===== src/rtl/core/bic_pkg.sv =====
// Shared types, codes and register indexes for the button event classifier.
package bic_pkg;

    localparam int unsigned TIME_W     = 32;
    localparam int unsigned VAL_W      = 3;
    localparam int unsigned CFG_IDX_W  = 3;
    localparam int unsigned CFG_DATA_W = 16;
    localparam int unsigned IN_DATA_W  = 40;
    localparam int unsigned OUT_DATA_W = 40;

    typedef logic [TIME_W-1:0]     t_time;
    typedef logic [VAL_W-1:0]      t_val;
    typedef logic [CFG_IDX_W-1:0]  t_cfg_idx;
    typedef logic [CFG_DATA_W-1:0] t_cfg_data;

    // Channel value codes.
    localparam t_val VAL_RELEASED = 3'd0;
    localparam t_val VAL_ACTIVE   = 3'd1;
    localparam t_val VAL_LONG     = 3'd2;
    localparam t_val VAL_DOUBLE   = 3'd3;
    localparam t_val VAL_SINGLE   = 3'd4;

    // Configuration register indexes.
    localparam t_cfg_idx CFG_GPIO_BACKED   = 3'd0;
    localparam t_cfg_idx CFG_INVERT_INPUT  = 3'd1;
    localparam t_cfg_idx CFG_INPUT_MODE    = 3'd2;
    localparam t_cfg_idx CFG_DEBOUNCE_MS   = 3'd3;
    localparam t_cfg_idx CFG_LONG_PRESS_MS = 3'd4;
    localparam t_cfg_idx CFG_DOUBLE_CLK_MS = 3'd5;

    typedef enum logic [1:0] {
        MODE_MOMENTARY = 2'd0,
        MODE_TOGGLE    = 2'd1,
        MODE_LATCH     = 2'd2,
        MODE_CLICK     = 2'd3
    } t_mode;

    typedef struct packed {
        logic        gpio_backed;
        logic        invert_input;
        t_mode       input_mode;
        logic [7:0]  debounce_window_ms;
        logic [15:0] long_press_ms;
        logic [15:0] double_click_ms;
    } t_cfg;

    localparam logic [15:0] LONG_PRESS_RST = 16'd1000;
    localparam logic [15:0] DOUBLE_CLK_RST = 16'd400;

endpackage


===== src/rtl/core/bic_cfg_regs.sv =====
// Configuration register file for the button event classifier.
module bic_cfg_regs (
    input  logic              i_clk,
    input  logic              i_rst_n,
    input  logic              i_cfg_we,
    input  bic_pkg::t_cfg_idx  i_cfg_index,
    input  bic_pkg::t_cfg_data i_cfg_wdata,
    output bic_pkg::t_cfg      o_cfg
);
    import bic_pkg::*;

    t_cfg r_cfg;

    always_ff @(posedge i_clk) begin
        if (!i_rst_n) begin
            r_cfg.gpio_backed        <= 1'b1;
            r_cfg.invert_input       <= 1'b0;
            r_cfg.input_mode         <= MODE_MOMENTARY;
            r_cfg.debounce_window_ms <= 8'd0;
            r_cfg.long_press_ms      <= LONG_PRESS_RST;
            r_cfg.double_click_ms    <= DOUBLE_CLK_RST;
        end else if (i_cfg_we) begin
            unique case (i_cfg_index)
                CFG_GPIO_BACKED:   r_cfg.gpio_backed        <= i_cfg_wdata[0];
                CFG_INVERT_INPUT:  r_cfg.invert_input       <= i_cfg_wdata[0];
                CFG_INPUT_MODE:    r_cfg.input_mode         <= t_mode'(i_cfg_wdata[1:0]);
                CFG_DEBOUNCE_MS:   r_cfg.debounce_window_ms <= i_cfg_wdata[7:0];
                CFG_LONG_PRESS_MS: r_cfg.long_press_ms      <= i_cfg_wdata;
                CFG_DOUBLE_CLK_MS: r_cfg.double_click_ms    <= i_cfg_wdata;
                default: ;
            endcase
        end
    end

    assign o_cfg = r_cfg;

endmodule


===== src/rtl/core/bic_in_stage.sv =====
// Input register stage that holds one pin event until the classifier takes it.
module bic_in_stage (
    input  logic          i_clk,
    input  logic          i_rst_n,
    input  logic          i_valid,
    output logic          o_ready,
    input  logic          i_raw_level,
    input  bic_pkg::t_time i_event_time_ms,
    output logic          o_valid,
    input  logic          i_take,
    output logic          o_raw_level,
    output bic_pkg::t_time o_event_time_ms
);
    import bic_pkg::*;

    logic  r_valid;
    logic  r_raw_level;
    t_time r_event_time_ms;
    logic  n_valid;

    assign o_ready = !r_valid || i_take;

    always_comb begin
        n_valid = r_valid;
        if (i_valid && o_ready) begin
            n_valid = 1'b1;
        end else if (i_take) begin
            n_valid = 1'b0;
        end
    end

    always_ff @(posedge i_clk) begin
        if (!i_rst_n) begin
            r_valid <= 1'b0;
        end else begin
            r_valid <= n_valid;
        end
    end

    always_ff @(posedge i_clk) begin
        if (i_valid && o_ready) begin
            r_raw_level     <= i_raw_level;
            r_event_time_ms <= i_event_time_ms;
        end
    end

    assign o_valid         = r_valid;
    assign o_raw_level     = r_raw_level;
    assign o_event_time_ms = r_event_time_ms;

endmodule


===== src/rtl/core/bic_classify.sv =====
// Debounce, mode logic, channel state and result register for one button channel.
module bic_classify (
    input  logic          i_clk,
    input  logic          i_rst_n,
    input  bic_pkg::t_cfg  i_cfg,
    input  logic          i_valid,
    output logic          o_take,
    input  logic          i_raw_level,
    input  bic_pkg::t_time i_event_time_ms,
    output logic          o_valid,
    input  logic          i_ready,
    output bic_pkg::t_val  o_channel_value,
    output bic_pkg::t_time o_change_time_ms
);
    import bic_pkg::*;

    logic  r_last_raw;
    t_time r_raw_change_time;
    logic  r_stable;
    t_val  r_value;
    t_time r_value_time;
    t_time r_press_start;
    t_time r_last_click;
    logic  r_out_valid;
    t_val  r_out_value;
    t_time r_out_time;

    logic  n_last_raw;
    t_time n_raw_change_time;
    logic  n_stable;
    t_val  n_value;
    t_time n_value_time;
    t_time n_press_start;
    t_time n_last_click;
    logic  n_out_valid;

    logic  emit;
    logic  lvl;
    t_time since_raw;
    t_time press_len;
    t_time click_gap;
    logic  bounce;

    // The stage advances whenever the result register is free or being drained.
    assign o_take = i_valid && (!r_out_valid || i_ready);

    always_comb begin
        n_last_raw        = r_last_raw;
        n_raw_change_time = r_raw_change_time;
        n_stable          = r_stable;
        n_value           = r_value;
        n_value_time      = r_value_time;
        n_press_start     = r_press_start;
        n_last_click      = r_last_click;
        emit              = 1'b0;

        lvl       = i_raw_level ^ i_cfg.invert_input;
        press_len = i_event_time_ms - r_press_start;
        click_gap = i_event_time_ms - r_last_click;

        if (lvl != r_last_raw) begin
            n_raw_change_time = i_event_time_ms;
        end
        since_raw = i_event_time_ms - n_raw_change_time;
        bounce    = (i_cfg.debounce_window_ms != 8'd0) &&
                    (since_raw < {24'd0, i_cfg.debounce_window_ms});

        if (!i_cfg.gpio_backed) begin
            // Passthrough leaves the debounce tracking untouched.
            n_raw_change_time = r_raw_change_time;
            n_value           = {2'b00, i_raw_level};
            n_value_time      = i_event_time_ms;
            emit              = 1'b1;
        end else begin
            n_last_raw = lvl;
            if (!bounce && (lvl != r_stable)) begin
                emit     = 1'b1;
                n_stable = lvl;
                case (i_cfg.input_mode)
                    MODE_MOMENTARY: begin
                        if (r_value != {2'b00, lvl}) begin
                            n_value      = {2'b00, lvl};
                            n_value_time = i_event_time_ms;
                        end
                    end
                    MODE_TOGGLE: begin
                        if (lvl) begin
                            n_value_time = i_event_time_ms;
                            if (r_value == VAL_RELEASED || r_value == VAL_ACTIVE) begin
                                n_value = r_value ^ VAL_ACTIVE;
                            end else begin
                                n_value = VAL_ACTIVE;
                            end
                        end
                    end
                    MODE_LATCH: begin
                        if (lvl) begin
                            n_value_time = i_event_time_ms;
                            n_value = (r_value == VAL_ACTIVE) ? VAL_RELEASED : VAL_ACTIVE;
                        end
                    end
                    default: begin
                        if (lvl) begin
                            n_press_start = i_event_time_ms;
                        end else begin
                            n_value_time = i_event_time_ms;
                            if (press_len >= {16'd0, i_cfg.long_press_ms}) begin
                                n_value = VAL_LONG;
                            end else begin
                                n_last_click = i_event_time_ms;
                                if (click_gap < {16'd0, i_cfg.double_click_ms}) begin
                                    n_value = VAL_DOUBLE;
                                end else begin
                                    n_value = VAL_SINGLE;
                                end
                            end
                        end
                    end
                endcase
            end
        end

        n_out_valid = r_out_valid;
        if (o_take && emit) begin
            n_out_valid = 1'b1;
        end else if (i_ready) begin
            n_out_valid = 1'b0;
        end
    end

    always_ff @(posedge i_clk) begin
        if (!i_rst_n) begin
            r_last_raw        <= 1'b0;
            r_raw_change_time <= '0;
            r_stable          <= 1'b0;
            r_value           <= VAL_RELEASED;
            r_value_time      <= '0;
            r_press_start     <= '0;
            r_last_click      <= '0;
            r_out_valid       <= 1'b0;
        end else begin
            r_out_valid <= n_out_valid;
            if (o_take) begin
                r_last_raw        <= n_last_raw;
                r_raw_change_time <= n_raw_change_time;
                r_stable          <= n_stable;
                r_value           <= n_value;
                r_value_time      <= n_value_time;
                r_press_start     <= n_press_start;
                r_last_click      <= n_last_click;
            end
        end
    end

    always_ff @(posedge i_clk) begin
        if (o_take && emit) begin
            r_out_value <= n_value;
            r_out_time  <= n_value_time;
        end
    end

    assign o_valid          = r_out_valid;
    assign o_channel_value  = r_out_value;
    assign o_change_time_ms = r_out_time;

endmodule


===== src/rtl/core/button_input_event_classifier_unit.sv =====
// Top level of the debounced button event classifier.
// Each accepted pin event (a level and a millisecond timestamp) is debounced
// against the time of the last raw level change, then handled by the mode
// selected in input_mode; an event that gets through produces one result with
// the channel value and the time it last changed, while a bounced or
// unchanged event produces none. One event is accepted every clock cycle as
// long as the result side keeps up. An accepted event is held in the input
// register and then classified into the result register, which offers its
// result. A stalled result holds the classification stage, and the input
// register then fills and stalls the input.
// With gpio_backed cleared, every event passes straight to a result.
module button_input_event_classifier_unit (
    input  logic               i_clk,
    input  logic               i_rst_n,
    input  logic               i_cfg_we,
    input  bic_pkg::t_cfg_idx   i_cfg_index,
    input  bic_pkg::t_cfg_data  i_cfg_wdata,
    input  logic               s_axis_tvalid,
    output logic               s_axis_tready,
    // [0] raw_level, [32:1] event_time_ms, [39:33] zero
    input  logic [bic_pkg::IN_DATA_W-1:0]  s_axis_tdata,
    output logic               m_axis_tvalid,
    input  logic               m_axis_tready,
    // [2:0] channel_value, [34:3] change_time_ms, [39:35] zero
    output logic [bic_pkg::OUT_DATA_W-1:0] m_axis_tdata
);
    import bic_pkg::*;

    t_cfg  cfg;
    logic  in_valid;
    logic  in_take;
    logic  in_raw_level;
    t_time in_event_time;
    t_val  out_value;
    t_time out_time;

    bic_cfg_regs u_cfg (
        .i_clk       (i_clk),
        .i_rst_n     (i_rst_n),
        .i_cfg_we    (i_cfg_we),
        .i_cfg_index (i_cfg_index),
        .i_cfg_wdata (i_cfg_wdata),
        .o_cfg       (cfg)
    );

    bic_in_stage u_in (
        .i_clk           (i_clk),
        .i_rst_n         (i_rst_n),
        .i_valid         (s_axis_tvalid),
        .o_ready         (s_axis_tready),
        .i_raw_level     (s_axis_tdata[0]),
        .i_event_time_ms (s_axis_tdata[TIME_W:1]),
        .o_valid         (in_valid),
        .i_take          (in_take),
        .o_raw_level     (in_raw_level),
        .o_event_time_ms (in_event_time)
    );

    bic_classify u_cls (
        .i_clk            (i_clk),
        .i_rst_n          (i_rst_n),
        .i_cfg            (cfg),
        .i_valid          (in_valid),
        .o_take           (in_take),
        .i_raw_level      (in_raw_level),
        .i_event_time_ms  (in_event_time),
        .o_valid          (m_axis_tvalid),
        .i_ready          (m_axis_tready),
        .o_channel_value  (out_value),
        .o_change_time_ms (out_time)
    );

    assign m_axis_tdata = {{(OUT_DATA_W - TIME_W - VAL_W){1'b0}}, out_time, out_value};

endmodule


===== config.mk =====
export PLATFORM = sky130hd
export DESIGN_NAME = button_input_event_classifier_unit
export DESIGN_NICKNAME = d
export VERILOG_FILES = /design/src/rtl/core/bic_pkg.sv /design/src/rtl/core/bic_cfg_regs.sv /design/src/rtl/core/bic_in_stage.sv /design/src/rtl/core/bic_classify.sv /design/src/rtl/core/button_input_event_classifier_unit.sv
export SDC_FILE = /design/constraint.sdc
export NUM_CORES = 1
export LEC_CHECK = 0
export BUFFER_PORTS_ARGS = -buffer_cell sky130_fd_sc_hd__buf_2
export CAP_MARGIN = 25
export CORE_UTILIZATION = 60
export CTS_CLUSTER_DIAMETER = 120
export DETAILED_ROUTE_END_ITERATION = 6
export GPL_TIMING_DRIVEN = 1
export PLACE_DENSITY = 0.79
export SLEW_MARGIN = 5
export SYNTH_ARGS = -nofsm -noshare
export SYNTH_HDL_FRONTEND = slang
export SYNTH_SLANG_ARGS = --single-unit

===== constraint.sdc =====
create_clock -name i_clk -period 10.6 [get_ports i_clk]
set_clock_uncertainty 0.2 [all_clocks]
set_input_delay 2.12 -clock i_clk [delete_from_list [all_inputs] [get_ports i_clk]]
set_output_delay 2.12 -clock i_clk [all_outputs]
set_load 0.005 [all_outputs]

==> results of run 1 <==
## logic make-up (layout without fill, tap and decap cells)
group                    after synthesis  count (layout)  synth area share [%]
AO/OA/AOI/OAI                        692             692                  26.3
AND/OR/NAND/NOR                      684             684                  18.6
buffers and inverters                273             307                  6.39
flip-flops                           247             247                  32.3
adder cells (fa/ha/maj)              130             130                  9.40
multiplexers                          69              69                  3.98
XOR/XNOR                              57              57                  3.03
other                                  1               5                0.0215
## state kept, by name, summed over array words and instances, names as in the netlist, 3 cells and up
register / cells
u_cfg.o_cfg: 44
u_cls.o_change_time_ms: 32
u_cls.o_channel_value: 3
u_cls.r_last_click: 32
u_cls.r_press_start: 32
u_cls.r_raw_change_time: 32
u_cls.r_value: 3
u_cls.r_value_time: 32
u_in.o_event_time_ms: 32
## worst max-delay path by stage
| stage | start | to | slack, ns | cells after the start |
|---|---|---|---|---|
| 6_report | u_cfg.o_cfg[42] | u_cls.o_change_time_ms[26] | 3.32 | 25 |
| 3_5_place_dp | u_cfg.o_cfg[42] | u_cls.r_last_click[5] | 3.47 | 23 |
| 2_1_floorplan | u_cfg.o_cfg[42] | u_cls.o_change_time_ms[0] | 3.61 | 20 |
| 3_3_place_gp | u_cfg.o_cfg[42] | u_cls.o_change_time_ms[11] | 3.59 | 25 |
| 5_1_grt | u_cfg.o_cfg[42] | u_cls.o_change_time_ms[26] | 2.84 | 25 |
| 4_1_cts | u_cfg.o_cfg[42] | u_cls.r_last_click[2] | 3.39 | 23 |
## layout make-up
type,instances,area [µm²],share of cell area [%]
Multi-Input combinational cell,1637,10800,56.6
Sequential cell,247,5630,29.5
Clock buffer,33,751,3.94
Timing Repair Buffer,121,686,3.60
Inverter,134,505,2.66
Tap cell,384,480,2.52
Clock inverter,19,210,1.10
## worst register-to-register path, delay by kind of cell, from the launching register on
family                     cells  cell delay [ns]
DFF                            1             0.55
AOI/OAI and AO/OA              7             1.47
and+or+nand+nor                9             2.00
buffers and inverters          4             1.38
xor gates and xnor gates       2             0.67
adders and majority gates      3             0.77
## power groups by stage
stage               Combinational [mW]  Sequential, mW  Clock [mW]
finish                           0.715            1.05        1.01
global route                     0.783            1.05        1.06
CTS                              0.697            1.05        1.02
detailed placement               0.691            1.07           0
global placement                 0.680            1.06           0
floorplan                        0.515            1.05           0
## synth_stat cells (all sizes together) (8+ instances only)
cell       n
nand2    245
a21oi    204
dfxtp    179
nor2     150
inv      134
o21ai    130
ha       127
clkbuf   103
nand3     70
edfxtp    68
mux2i     67
nand4     63
o211ai    40
o31ai     40
buf       36
a211oi    35
a22o      35
xnor2     35
nor3      33
a21o      31
nand2b    28
o21a      24
xor2      20
nor2b     16
o21bai    15
o2111ai   14
a31oi     13
and3      13
or2       13
nor4      12
a2111oi   10
a221oi     9
and2       9
a311oi     8
o211a      8
o311ai     8
## through the flow
step	power [mW]	hold slack [ns]	area, µm²	utilization [%]
final	2.78	0.255	19000	66.5
after global placement	1.74	0.241	18000	63.0
after CTS	2.77	0.255	19000	66.4
after floorplan	1.56	0.234	17500	-
after detailed placement	1.76	0.245	18100	63.1
after global routing	2.89	0.270	19000	66.5
## per-layer routing
layer  routed length, µm  up-vias  GRT usage, %
met5                   0        -             0
met4                1840        0          11.9
met3                3790      107          4.81
met2               23300      692          54.8
met1               23400     7817          48.0
li1                    -     7945             -
## placed cells by master (no fill, tap or decap), types with 68 or more instances in the layout
cell      netlist  final
nand2_1       245    245
a21oi_1       204    203
edfxtp_1       68     68
ha_1          127    127
nand3_1        70     70
nor2_1        149    147
inv_1         133    133
o21ai_0       126    126
buf_2          12     94
dfxtp_1       179    179
==> flow_summary.yaml, run 1 <==
status:
  outcome: "finished clean"
timing:
  period_needed_ns: 7.28
  fin_crit_sh_pct: 68.7
  rsz0062_at_grt: "no"
  setup_viol: 0
  finalSetupTns_ns: 0
  slew_headroom_pct: 20.3
  hold_violations: 0
  clock.fmax_ghz: 0.137
  slew_viol_final: 0
  finalWorstSetupSlack_ns: 3.32
  tightest_slew_ns: 1.17
layout:
  syn_to_final_growth_pct: 9.19
  fin_cells: 2575
  fillCellCount: 2398
  layout-drive-gt1-share_pct: 9.72
  num_antenna_cells: 0
  nNetsFinal: 2362
power:
  ir_worst_vdd_v: 0.000159
  pwr-share-clk_pct: 36.5
  switching_power_mw: 0.906
  p_leak_nw: 7.40
  pwr_density_cell_nw_per_um2: 146
  intPower_mw: 1.87
  switching_share_pct: 32.6
  seqPwrFrac_pct: 37.7
  pwr-share-comb_pct: 25.8
floorplanning:
  initial_utilization_pct: 60.9
  die_h_um: 172
  num_rows: 62
  die_w_um: 172
  core-area_um2: 28600
  io_pins: 106
  die_area_um2: 29700
synth:
  yosys_warnings: 0
  synth_cell_types: 91
  netlist_area_um2: 17400
  ys_ff_latch: 247
  yosysSeqAreaShare_pct: 32.3
  syn_area_per_cell_um2: 8.10
  synth_ff_type: "dfxtp_1"
  yosysTopAreaCellShare_pct: 20.6
  async_reset_ff_share_pct: 0
  synth_edf_count: 68
  syn_inst: 2153
  synth_area_leader_cell: "dfxtp_1"
  ys_top_cells_by_area: "dfxtp_1 (21%), edfxtp_1 (12%), ha_1 (9.1%), a21oi_1 (5.9%), nand2_1 (5.3%)"
setup_path:
  start_kind: "register"
  cp.arrival_ns: 7.39
  crit_fanout: 41
  worstReg2RegStart: "u_cfg.o_cfg[42]"
  cp_slowest_cell: "dfxtp_1"
  rr_endpoint: "u_cls.o_change_time_ms[26]"
  critPathRequiredTime_ns: 10.70
  reg2reg_depth: 25
  critical_path.top_delay_family: "simple AND/OR/NAND/NOR gates"
  crit_path_max_incr_delay_ns: 0.55
  r2r_setup_slack_ns: 3.32
  crit_path_end_kind: "register"
  path_class: "reg2reg"
  worstPathBufferInverterCount: 4
global_route:
  first_global_vias: 14900
  grt_start_max_net_pins: 85
  antenna_found_initial: 0
  grt_pass1_wl_um: 80600
  gr-total-overflow: 0
  grtUsageTotal_pct: 34.6
route:
  drt-total-wl_um: 52300
  via_per_inst: 6.43
  vias: 16600
  route.detailed.drc: 0
  drtIter0Drc: 1495
  ant_nets: 0
  drtPass1Iterations: 6
  wl_per_cell_um: 20.3
clocking:
  cts.sinks: 247
  post-cts-setup-buffer-count: 0
  cts_root_buf: "clkbuf_16"
  numCtsBuffers: 28
  hold_buffers: 0
  cts.htree.levels: 1
  clk_pin_slew_ns: 0.06
  insertion_delay_ns: 0.56
  post_cts_resized: 0
  clockBufferDepth: 3
  cts_tree: "yes"
flow_run:
  maxCapViolCount: 0
placed_design:
  gp_congestion: 0.997
  portBuffers: 93
  dp.final_hpwl_um: 38500
  place_ws_ns: 3.47
  placed_cells: 2521
min_path:
  hold_path.class: "reg2reg"
  hold_depth: 2
  hold_path_end: "u_cfg.o_cfg[11]"
  worstHoldStart: "u_cfg.o_cfg[11]"
No activity file was read; power rests on OpenSTA's default activity.
==> run 2: changes to the inputs <==
Settings changed: CORE_UTILIZATION 60 to 56, PLACE_DENSITY 0.79 to 0.77.
Clock period 10.6 ns to 6.55 ns, I/O delays scaled along.
==> run 2 against run 1 <==
Net effect:
- critical path depth is 2 lower
- combinational power up 65%
- critical endpoint is now u_cls.o_channel_value[0]
- global-route usage fell by 1.8 points
- sequential power up 61%
- core utilization is 3.5 points lower
- critical path type unchanged
- first-iteration DRC count grew 16%
==> flow_summary.yaml, run 2 (same netlist as run 1, synthesis figures left out) <==
placed_design:
  dp.final_hpwl_um: 39200
  gp_congestion: 0.943
  place_ws_ns: 0.459
  dpl-instance-area_um2: 18200
  portBuffers: 93
  placed_cells: 2554
route:
  route.detailed.drc: 0
  drtIter0Drc: 1734
  vias: 16900
  drtPass1Iterations: 6
  wl_per_cell_um: 20.4
  ant_nets: 0
  via_per_inst: 6.44
  drt-total-wl_um: 53400
setup_path:
  crit_path_end_kind: "register"
  critPathRequiredTime_ns: 6.69
  path_class: "reg2reg"
  critical_path.top_delay_family: "compound AO/OA/AOI/OAI gates"
  cpMostUsedCell: "buf_4"
  start_kind: "register"
  crit_path_max_incr_delay_ns: 0.52
  cp.arrival_ns: 6.28
  cp_slowest_cell: "nor4b_1"
  crit_chain: "inv_1 -> ha_1 -> inv_1 -> fa_1 -> a21o_1 -> a221oi_1 -> buf_4 -> o21ai_0 -> a31oi_1 -> xnor2_1 -> ha_1 -> a21o_1 -> a22o_1 -> nor4_1 -> o211ai_1 -> a2111oi_0 -> o2111ai_1 -> nor4b_1 -> buf_4 -> nand4_1 -> buf_4 -> o211a_1 -> o31ai_1"
  worstPathBufferInverterCount: 5
  crit_fanout: 5
power:
  finalPower_mw: 4.54
  pwr_density_cell_nw_per_um2: 236
  p_leak_nw: 7.54
  ir_worst_vdd_v: 0.000202
timing:
  setup_viol: 0
  tightest_slew_ns: 1.03
  slew_headroom_pct: 31.4
  fin_crit_sh_pct: 93.7
  rsz0062_at_grt: "no"
  slew_viol_final: 0
  clock.fmax_ghz: 0.163
  period_needed_ns: 6.14
  finalWorstSetupSlack_ns: 0.415
  finalSetupTns_ns: 0
  hold_violations: 0
layout:
  layout.cells.most_common: "nand2_1"
  layout-drive-gt1-share_pct: 10.5
  syn_to_final_growth_pct: 10.5
  nNetsFinal: 2388
  num_antenna_cells: 0
  largest_reg_flops: 44
  mostFrequentLayoutCells: "nand2_1 (245), a21oi_1 (203), dfxtp_1 (179), nor2_1 (147), inv_1 (133)"
  final_area_um2: 19300
  fin_cells: 2615
clocking:
  clk_pin_slew_ns: 0.06
  cts.htree.levels: 1
  numCtsBuffers: 30
  cts.sinks: 247
  cts_tree: "yes"
  insertion_delay_ns: 0.58
  clockBufferDepth: 3
  cts_root_buf: "clkbuf_16"
global_route:
  antenna_found_initial: 0
  grt_start_max_net_pins: 85
  grtUsageTotal_pct: 32.7
  grt_pass1_wl_um: 81900
  first_global_vias: 15100
  gr-total-overflow: 0
floorplanning:
  die_w_um: 178
  die_h_um: 178
  initial_utilization_pct: 57.0
  io_pins: 106
  core-area_um2: 30600
  num_rows: 64
  die_area_um2: 31800
flow_run:
  maxCapViolCount: 0
status:
  outcome: "finished clean"
min_path:
  hold_path.class: "reg2reg"
==> run 2: cell types whose count changed in the layout (fill, tap and decap cells not counted), moves of 3 or more <==
cell / previous run / this run
clkbuf_8: 1 / 6
clkbuf_16: 29 / 32
clkbuf_1: 3 / 9
bufinv_16: 4 / 1
buf_4: 26 / 51
clkinv_2: 9 / 3
==> run 2: worst register-to-register path: cells and delay by family (launching register included) <==
kind                       cells  cell delay (ns)
AOI/OAI and AO/OA             11             2.53
buffers and inverters          5             0.89
adders and majority gates      3             0.88
and+or+nand+nor                3             0.83
DFF                            1             0.45
xor gates and xnor gates       1             0.14
==> run 2: where the power goes <==
group / internal (mW) / total [mW] / switching, mW / leakage [nW]
Combinational: 0.431 / 1.18 / 0.745 / 4.95
Clock: 0.999 / 1.67 / 0.673 / 0.489
Sequential: 1.63 / 1.69 / 0.0602 / 2.10
==> run 2: through the flow <==
| stage | hold WS (ns) | util [%] |
|---|---|---|
| 6_report | 0.254 | 63.0 |
| 2_1_floorplan | 0.234 | - |
| 5_1_grt | 0.267 | 63.0 |
| 3_5_place_dp | 0.246 | 59.6 |
| 4_1_cts | 0.256 | 62.9 |
| 3_3_place_gp | 0.241 | 59.6 |
==> run 2: per-layer routing <==
| layer | up-vias | track usage, % | share of wire, % |
|---|---|---|---|
| li1 | 8006 | - | - |
| met5 | - | 0 | 0 |
| met4 | 0 | 10.9 | 3.2 |
| met3 | 101 | 3.84 | 7.1 |
| met1 | 8022 | 46.4 | 46 |
| met2 | 722 | 51.3 | 44 |
==> run 2: final timing paths <==
check / startpoint / end / slack [ns] / cells after the start
worst max-delay path: u_in.o_event_time_ms[0] / u_cls.o_channel_value[0] / 0.41 / 23
worst min-delay path: u_cfg.o_cfg[20] / u_cfg.o_cfg[20] / 0.25 / 2
worst max register to register: u_in.o_event_time_ms[0] / u_cls.o_channel_value[0] / 0.41 / 23
worst min register to register: u_cfg.o_cfg[20] / u_cfg.o_cfg[20] / 0.25 / 2
==> run 2: cell type report <==
type	count	area, µm²
Clock inverter	9	82.6
Inverter	134	505
Tap cell	396	495
Timing Repair Buffer	145	868
Sequential cell	247	5630
Multi-Input combinational cell	1637	10800
Clock buffer	47	917
Fill cell	2717	11300
==> run 2: repair_timing <==
action | CTS | global route
resized for setup | 0 | 0
endpoints found under the setup margin | 0 | 74
setup buffers | 0 | 5
hold buffers | 0 | 0
==> run 3: changes to the inputs <==
Settings changed: PLACE_DENSITY 0.77 to unset, PLACE_DENSITY_LB_ADDON set to 0.1.
==> run 3 against run 2 <==
Net effect:
- maximum frequency decreased by 0.92%
- clock power is 5% higher
- via count is 1.4% lower
- hold slack got worse by 0.0011 ns
- clock-buffer cell count fell by 8
- flip-flop and latch count did not move
- core utilization increased by 0.27 points
- largest cell class unchanged
==> flow_summary.yaml, run 3 (same netlist as run 1, synthesis figures left out) <==
power:
  pwr-share-clk_pct: 37.8
  switching_share_pct: 32.3
  ir_worst_vdd_v: 0.000232
  p_leak_nw: 7.58
  pwr-share-comb_pct: 25.8
  intPower_mw: 3.13
  pwr_density_cell_nw_per_um2: 239
  seqPwrFrac_pct: 36.4
  switching_power_mw: 1.50
clocking:
  cts.sinks: 247
  cts_root_buf: "clkbuf_16"
  hold_buffers: 0
  clk_pin_slew_ns: 0.06
  cts.htree.levels: 1
  numCtsBuffers: 29
  insertion_delay_ns: 0.56
  clockBufferDepth: 3
  cts_tree: "yes"
timing:
  hold-worst-slack_ns: 0.253
  fin_crit_sh_pct: 94.5
  finalSetupTns_ns: 0
  period_needed_ns: 6.19
  hold_violations: 0
  finalWorstSetupSlack_ns: 0.358
  clock.fmax_ghz: 0.162
  slew_viol_final: 0
  setup_viol: 0
  tightest_slew_ns: 1.00
  slew_headroom_pct: 31.6
  rsz0062_at_grt: "no"
global_route:
  grt_start_max_net_pins: 101
  antenna_found_initial: 1
  gr-total-overflow: 0
  first_global_vias: 15300
  grtUsageTotal_pct: 33.3
  grt_pass1_wl_um: 83200
route:
  drt-total-wl_um: 53700
  wl_per_cell_um: 20.5
  drtIter0Drc: 1611
  route.detailed.drc: 0
  drtPass1Iterations: 6
  vias: 16600
  ant_nets: 0
  via_per_inst: 6.35
layout:
  nNetsFinal: 2390
  layout-drive-gt1-share_pct: 10.8
  num_antenna_cells: 0
  fin_cells: 2616
  mostFrequentLayoutCells: "nand2_1 (245), a21oi_1 (203), dfxtp_1 (179), nor2_1 (147), inv_1 (133)"
  syn_to_final_growth_pct: 11.0
  layout.cells.most_common: "nand2_1"
  largest_reg_flops: 44
floorplanning:
  core-area_um2: 30600
  die_w_um: 178
  die_area_um2: 31800
  initial_utilization_pct: 57.0
  die_h_um: 178
  num_rows: 64
  io_pins: 106
placed_design:
  place_ws_ns: 0.314
  portBuffers: 93
  dp.final_hpwl_um: 39400
  placed_cells: 2561
  gp_congestion: 0.964
setup_path:
  critPathRequiredTime_ns: 6.71
  path_class: "reg2reg"
  crit_fanout: 35
  start_kind: "register"
  crit_path_end_kind: "register"
  cp.arrival_ns: 6.35
min_path:
  hold_path.class: "reg2reg"
status:
  outcome: "finished clean"
flow_run:
  maxCapViolCount: 0
## run 3: timing repair
action,4_1_cts,5_1_grt
setup endpoints to repair,0,1
resized for setup,0,2
setup buffers,0,0
## run 3: per-stage QoR
| step | power (mW) | cell area [µm²] | utilization (%) |
|---|---|---|---|
| global placement | 2.86 | 18300 | 59.8 |
| detailed placement | 2.88 | 18300 | 59.8 |
| global route | 4.82 | 19400 | 63.3 |
| finish | 4.63 | 19400 | 63.3 |
| floorplan | 2.53 | 17500 | - |
| CTS | 4.62 | 19300 | 63.2 |
## run 3: final timing paths
kind	startpoint	slack, ns	end	cells past startpoint
hold reg to reg	u_cfg.o_cfg[26]	0.25	u_cfg.o_cfg[26]	2
hold / removal	u_cfg.o_cfg[26]	0.25	u_cfg.o_cfg[26]	2
setup reg to reg	u_in.o_raw_level	0.36	u_cls.o_channel_value[2]	22
setup / recovery	u_in.o_raw_level	0.36	u_cls.o_channel_value[2]	22
## run 3: power by group through the flow
| stage | sequential, mW | combinational (mW) | clock, mW |
|---|---|---|---|
| floorplan | 1.70 | 0.834 | 0 |
| CTS | 1.68 | 1.17 | 1.77 |
| global placement | 1.71 | 1.15 | 0 |
| global route | 1.69 | 1.31 | 1.82 |
| finish | 1.68 | 1.19 | 1.75 |
| detailed placement | 1.72 | 1.16 | 0 |
## run 3: area by class of cell
cell class | instances | area (µm²)
clock buffer | 39 | 803
clock inverter | 15 | 224
fill | 2717 | 11200
inverter | 134 | 505
multi-input combinational | 1637 | 10800
sequential | 247 | 5630
tap | 396 | 495
timing repair buffer | 148 | 916
## run 3: critical path, stage by stage (launching register included)
cell      delay [ns]
edfxtp_1        0.53
xnor3_2         0.45
o21ai_0         0.29
ha_1            0.25
inv_1           0.11
ha_1            0.27
nor3_1          0.18
o21ai_0         0.13
nand3_1         0.14
xnor2_1         0.15
ha_1            0.28
a21oi_1         0.16
nor2b_1         0.09
nor4b_1         0.34
o211ai_1        0.14
nor4_1          0.27
nand4_1         0.13
nor3_1          0.26
nand4_1         0.23
o31ai_4         0.43
buf_4           0.46
o21ai_0         0.18
a21oi_1         0.30
## run 3: per-layer routing
layer | routed length, µm | up-vias | GRT usage [%]
met1 | 24200 | 7796 | 46.6
met5 | 13 | - | 0
met2 | 23100 | 711 | 51.8
met3 | 4480 | 104 | 5.07
met4 | 1880 | 2 | 11.4
li1 | - | 8002 | -
